`config.mk`:
```
export PLATFORM = sky130hd
export DESIGN_NAME = ppc_queue
export DESIGN_NICKNAME = d
export VERILOG_FILES = /design/src/sv/ppc_pkg.sv /design/src/sv/ppc_queue.sv
export SDC_FILE = /design/constraint.sdc
export NUM_CORES = 1
export LEC_CHECK = 0
export BUFFER_PORTS_ARGS = -buffer_cell sky130_fd_sc_hd__buf_2
export CAP_MARGIN = 40
export CORE_AREA = 2 2 109 164
export CTS_BUF_LIST = sky130_fd_sc_hd__clkbuf_8
export CTS_CLUSTER_SIZE = 25
export DETAILED_ROUTE_END_ITERATION = 12
export DIE_AREA = 0 0 111 166
export GPL_ROUTABILITY_DRIVEN = 0
export PLACE_DENSITY_LB_ADDON = 0.25
export SYNTH_ARGS = -nofsm -noshare
export SYNTH_HDL_FRONTEND = slang
export SYNTH_SLANG_ARGS = --single-unit
```
`constraint.sdc`:
```
create_clock -name clk -period 6.4 [get_ports clk]
set_input_delay 0.32 -clock clk [delete_from_list [all_inputs] [get_ports clk]]
set_output_delay 0.32 -clock clk [all_outputs]
set_load 0.05 [all_outputs]
```
`src/sv/ppc_pkg.sv`:
```
`default_nettype none
package ppc_pkg;

  // coordinate format
  localparam int FRAC_BITS  = 16;
  localparam int CW         = 24;
  localparam int IW         = 32;
  localparam int SHW        = CW - FRAC_BITS + 1;
  localparam int MAX_PIECES = 16;
  localparam int CNT_W      = $clog2(MAX_PIECES);

  // cut arithmetic widths
  localparam int BN_W  = FRAC_BITS;
  localparam int AD_W  = 26;
  localparam int PR_W  = BN_W + AD_W;
  localparam int NUM_W = PR_W + 2;
  localparam int DEN_W = AD_W + 1;
  localparam int Q_W   = AD_W + 1;

  typedef logic signed [IW-1:0] crd_t;

  localparam crd_t ONE       = crd_t'(1) <<< FRAC_BITS;
  localparam crd_t FRAC_MASK = ONE - crd_t'(1);
  localparam crd_t CRD_MAX   = (crd_t'(1) <<< (CW - 1)) - crd_t'(1);
  localparam crd_t CRD_MIN   = -(crd_t'(1) <<< (CW - 1));

  // one queued vertex word
  typedef struct packed {
    logic signed [CW-1:0] x;
    logic signed [CW-1:0] y;
    logic signed [CW-1:0] z;
    logic                 first;
  } vtx_t;

  // queue control word driven by the front
  typedef struct packed {
    logic push;
    logic full;
  } q_ctl_t;

  typedef enum logic [2:0] {
    S_IDLE,
    S_SCAN,
    S_DECIDE,
    S_MUL,
    S_DIV0,
    S_DIVW,
    S_EMITC,
    S_EMITL
  } bk_state_t;

  // saturate an internal coordinate to the port width
  function automatic logic signed [CW-1:0] sat_crd(input crd_t v);
    crd_t s;
    if (v > CRD_MAX) begin
      s = CRD_MAX;
    end else if (v < CRD_MIN) begin
      s = CRD_MIN;
    end else begin
      s = v;
    end
    return s[CW-1:0];
  endfunction

endpackage
`default_nettype wire

```
`src/sv/ppc_queue.sv`:
```
`default_nettype none
module ppc_queue (
  input  wire logic          clk,
  input  wire logic          rst_n,
  input  wire logic          push,
  input  wire ppc_pkg::vtx_t wdata,
  output logic               full,
  input  wire logic          pop,
  output logic               empty,
  output ppc_pkg::vtx_t      rdata
);

  ppc_pkg::vtx_t mem_r [2];
  logic          wp_r, wp_nxt;
  logic          rp_r, rp_nxt;
  logic [1:0]    cnt_r, cnt_nxt;

  assign full  = (cnt_r == 2'd2);
  assign empty = (cnt_r == 2'd0);
  assign rdata = mem_r[rp_r];

  // pointer and count update
  always_comb begin
    wp_nxt  = wp_r ^ push;
    rp_nxt  = rp_r ^ pop;
    cnt_nxt = cnt_r + {1'b0, push} - {1'b0, pop};
  end

  always_ff @(posedge clk) begin
    if (!rst_n) begin
      wp_r  <= 1'b0;
      rp_r  <= 1'b0;
      cnt_r <= 2'd0;
    end else begin
      wp_r  <= wp_nxt;
      rp_r  <= rp_nxt;
      cnt_r <= cnt_nxt;
    end
  end

  // storage
  always_ff @(posedge clk) begin
    if (push) begin
      mem_r[wp_r] <= wdata;
    end
  end

`ifndef NO_ASSERTIONS
  a_no_overrun: assert property (@(posedge clk) disable iff (!rst_n)
    push |-> !full) else $error("queue overrun");
  a_no_underrun: assert property (@(posedge clk) disable iff (!rst_n)
    pop |-> !empty) else $error("queue underrun");
  a_cnt_range: assert property (@(posedge clk) disable iff (!rst_n)
    cnt_r != 2'd3) else $error("queue count out of range");
`endif

endmodule
`default_nettype wire

```
# ---- After elaboration in Yosys (flattened, before gate mapping)
# Memory sizes are Yosys's and may differ from the RTL's. A register that Yosys moved wholly into a read port is not among the register bits.
# Cells that the tools add are included.
dict set report totals {
  regBits 4
  ram_bits 146
  in_bits 77
  out_inout_bits 75
  memories 1
}
# name depth width rd rd_ports_with_merged_regs wr line
set mem_list {}
lappend mem_list {mem_r 2 73 1 1 1 ppc_queue.sv:13} ;# ppc_pkg::vtx_t mem_r [2];
dict set report op_classes {
  n_addsub 2
  n_eq_ne 1
  mux 3
  bitwise 2
  reduce_logical 1
}
# op count
set op_table {}
lappend op_table {{$mux W1} 3}
lappend op_table {{$add A2 B1 Y2} 1}
lappend op_table {{$eq A2 B2 Y1 const B} 1}
lappend op_table {{$logic_not A2 Y1} 1}
lappend op_table {{$sub A2 B1 Y2} 1}
lappend op_table {{$xor A1 B1 Y1} 2}

# ---- Logic depth before layout (Yosys ltp)
dict set report depth {
  depth_word 2
  ltp_mapped 6
  depth_no_buf 6
}

# ---- Worst setup path before layout
# Ideal clock, no wire load.
dict set report synth_timing {
  path_type {flip-flop to flip-flop}
  start {register wp_r}
  end {memory mem_r[0][0] (netlist bit) (enable)}
  setup_ns 0.439
  arrival_time_ns 2.093
  required_ns 5.961
  path_slack_ns 3.867
  stages_incl_launch_ff 3
  n_path_buf 0
  synth_period_minus_slack_ns 2.533
  path_cell_list {dfxtp_1 -> inv_1 -> ha_1}
}
# element line
set synth_rtl {}
lappend synth_rtl {{from (decl)} ppc_queue.sv:14} ;# logic wp_r, wp_nxt;
lappend synth_rtl {{from (signal assigned)} ppc_queue.sv:35} ;# wp_r <= wp_nxt;
lappend synth_rtl {{to (decl)} ppc_queue.sv:13}
# No word-level cell before the write port.

==> results.toml <==
[run_status]
run_status = "finished, final reports clean"

[synthesis]
synth.area.mux_share_pct = 18.53
ys_seq_elements = 151
syn_inst = 248
synthSimpleGateAreaFrac_pct = 0.7053
synth.distinct_cells = 13
synth_compound_area_share_pct = 0
netlist_area_um2 = 5854
synth_xor_area_share_pct = 0.5343
ys_seq_area_share_pct = 76.60
synth_top_family_by_area = "multiplexers"
syn_area_per_cell_um2 = 23.61
synth_fa_ha_area_share_pct = 0.8549
syn_nets = 329
synth_warnings = 0

[global_route]
grt_pass1_vias = 3123
grt_max_degree = 42
grt_use_total_pct = 11.59
grt_overflow = 0
grt_pass1_wl_mm = 16.19
antenna_found_initial = 3

[route]
drtIter0Drc = 96
via_per_inst = 4.335
vias = 2783
antenna_left = 0
drc = 0
drt-total-wl_mm = 10.35
dr.pass1.iters = 5
wl_per_cell_um = 16.12

[power_and_ir_drop]
finalPower_mw = 2.283
p_clk_share_pct = 29.0
switching_share_pct = 29.44
power_frac_comb_pct = 19.3
power.internal_mw = 1.611
cellLeakagePower_nw = 2.820
powerDensity_nw_per_um2 = 317.6
p_switching_mw = 0.6721
seq_power_share_pct = 51.6
ir_drop_v = 0.0001594

[clocking]
cts_max_level = 4
cts-buffers-inserted = 17
cts_setup_buffers = 0
cts.sinks = 151
insertion_delay_ns = 0.42
clockBufferDepth = 2
cts_tree = "yes"
clkTransAtPathRegs_ns = 0.09
postCtsHoldBufs = 0
post_cts_resized = 0
clockRootBuffer = "clkbuf_8"

[floorplanning]
dieArea_um2 = 18430
placementRows = 59
die_w_um = 111
start_util_pct = 34.33
coreArea_um2 = 17050
dieHeight_um = 166
ios = 152

[sta]
slew_headroom_pct = 51.07
fin_crit_sh_pct = 44.14
fmax_mhz = 354.0
fin_crit_ns = 2.825
setup_tns_ns = 0
slew_viol_final = 0
hold_viol = 0
rsz0062_at_grt = "no"
setup_ws_ns = 3.575
clock_skew_ns = 0.01233
worstMarginPinSlew_ns = 0.7340
setup_viol = 0
whs_ns = 0.07950

[finish]
layout-drive-gt1-share_pct = 60.80
area_growth_pct = 22.78
nets = 494
final_cell_mix = "buf_2 (151), edfxtp_1 (146), mux2_4 (70)"
final_common_cell = "buf_2"
nFillCells = 1570

[critical_path]
crit_required_ns = 6.08
cp.arrival_ns = 2.50
cp-end-kind = "primary output"
worstPathMaxFanout = 40
start_kind = "register"
worstSetupPathType = "register to primary output"
reg2reg_from = "wp_r$_SDFF_PN0_"

[placement]
io_buffers = 151
place_hpwl_mm = 6.875
pre_cts_slack_ns = 3.957

[run]
drv_cap = 0

[hold_path]
hp-start = "wdata[54]"
hp-class = "input pin to register"
-- kinds of logic after synthesis --
logic type | count (synthesis)
flops | 151
mux | 73
buf+inv | 11
simple gates | 7
fa+ha+maj | 4
xor+xnor | 2
-- area by class of cell --
type | count | area [µm²] | area share, %
inverters | 3 | 11.26 | 0.1567
clock buffers | 17 | 234.0 | 3.255
multi-input cells | 86 | 1232 | 17.15
well taps | 213 | 266.5 | 3.708
diodes | 3 | 7.507 | 0.1044
flip-flops and latches | 151 | 4488 | 62.44
repair buffers | 154 | 818.3 | 11.38
clock inverters | 15 | 130.1 | 1.810
-- worst max-delay path, cell delays in order (launching register included) --
cell and delay, ns:
dfxtp_4 0.78, buf_4 0.71, mux2_4 0.36, buf_2 0.21
-- cells in the mapped netlist, drive strengths merged --
cell type / number / area, µm²
mux2: 73 / 1085
xor2: 1 / 8.760
xnor3: 1 / 22.52
dfxtp: 5 / 100.1
edfxtp: 146 / 4384
nor2b: 3 / 18.77
nor2: 1 / 3.750
inv: 3 / 11.26
buf: 8 / 151.4
ha: 4 / 50.05
and2: 3 / 18.77
-- per-layer routing --
layer / wire, µm / GRT usage (%)
met5: 0 / 0
met4: 226 / 5.761
met3: 588 / 4.161
met2: 5927 / 21.66
met1: 3603 / 11.03
-- power groups by stage --
stage               clock, mW  combinational (mW)  sequential (mW)
finish                  0.663               0.441             1.18
detailed placement          0               0.448             1.20
global route            0.732               0.462             1.19
floorplan                   0               0.368             1.19
global placement            0               0.439             1.20
CTS                     0.694               0.449             1.18
-- registers in the layout (all words and copies together) (netlist names), named ones only --
register	cells
mem_r	146
rp_r	1
cnt_r	2
wp_r	1
-- path summary, 6_finish.rpt --
| check | end | slack, ns | cells after the start |
|---|---|---|---|
| min reg2reg | register | 0.58 | 2 |
| max | rdata[71] | 3.58 | 3 |
| max reg2reg | mem_r[0][68]$_DFFE_PP_ | 4.86 | 3 |
| min | mem_r[0][54]$_DFFE_PP_ | 0.08 | 1 |
-- stage by stage --
| step | cell area [µm²] | std cells | utilization (%) |
|---|---|---|---|
| after CTS | 7181 | 639 | 42.11 |
| after global placement | 6761 | 605 | 39.65 |
| final | 7188 | 642 | 42.15 |
| after global routing | 7183 | 640 | 42.12 |
| after detailed placement | 6817 | 607 | 39.97 |
| after floorplan | 5854 | 248 | - |
(Power assumes the default switching activity.)
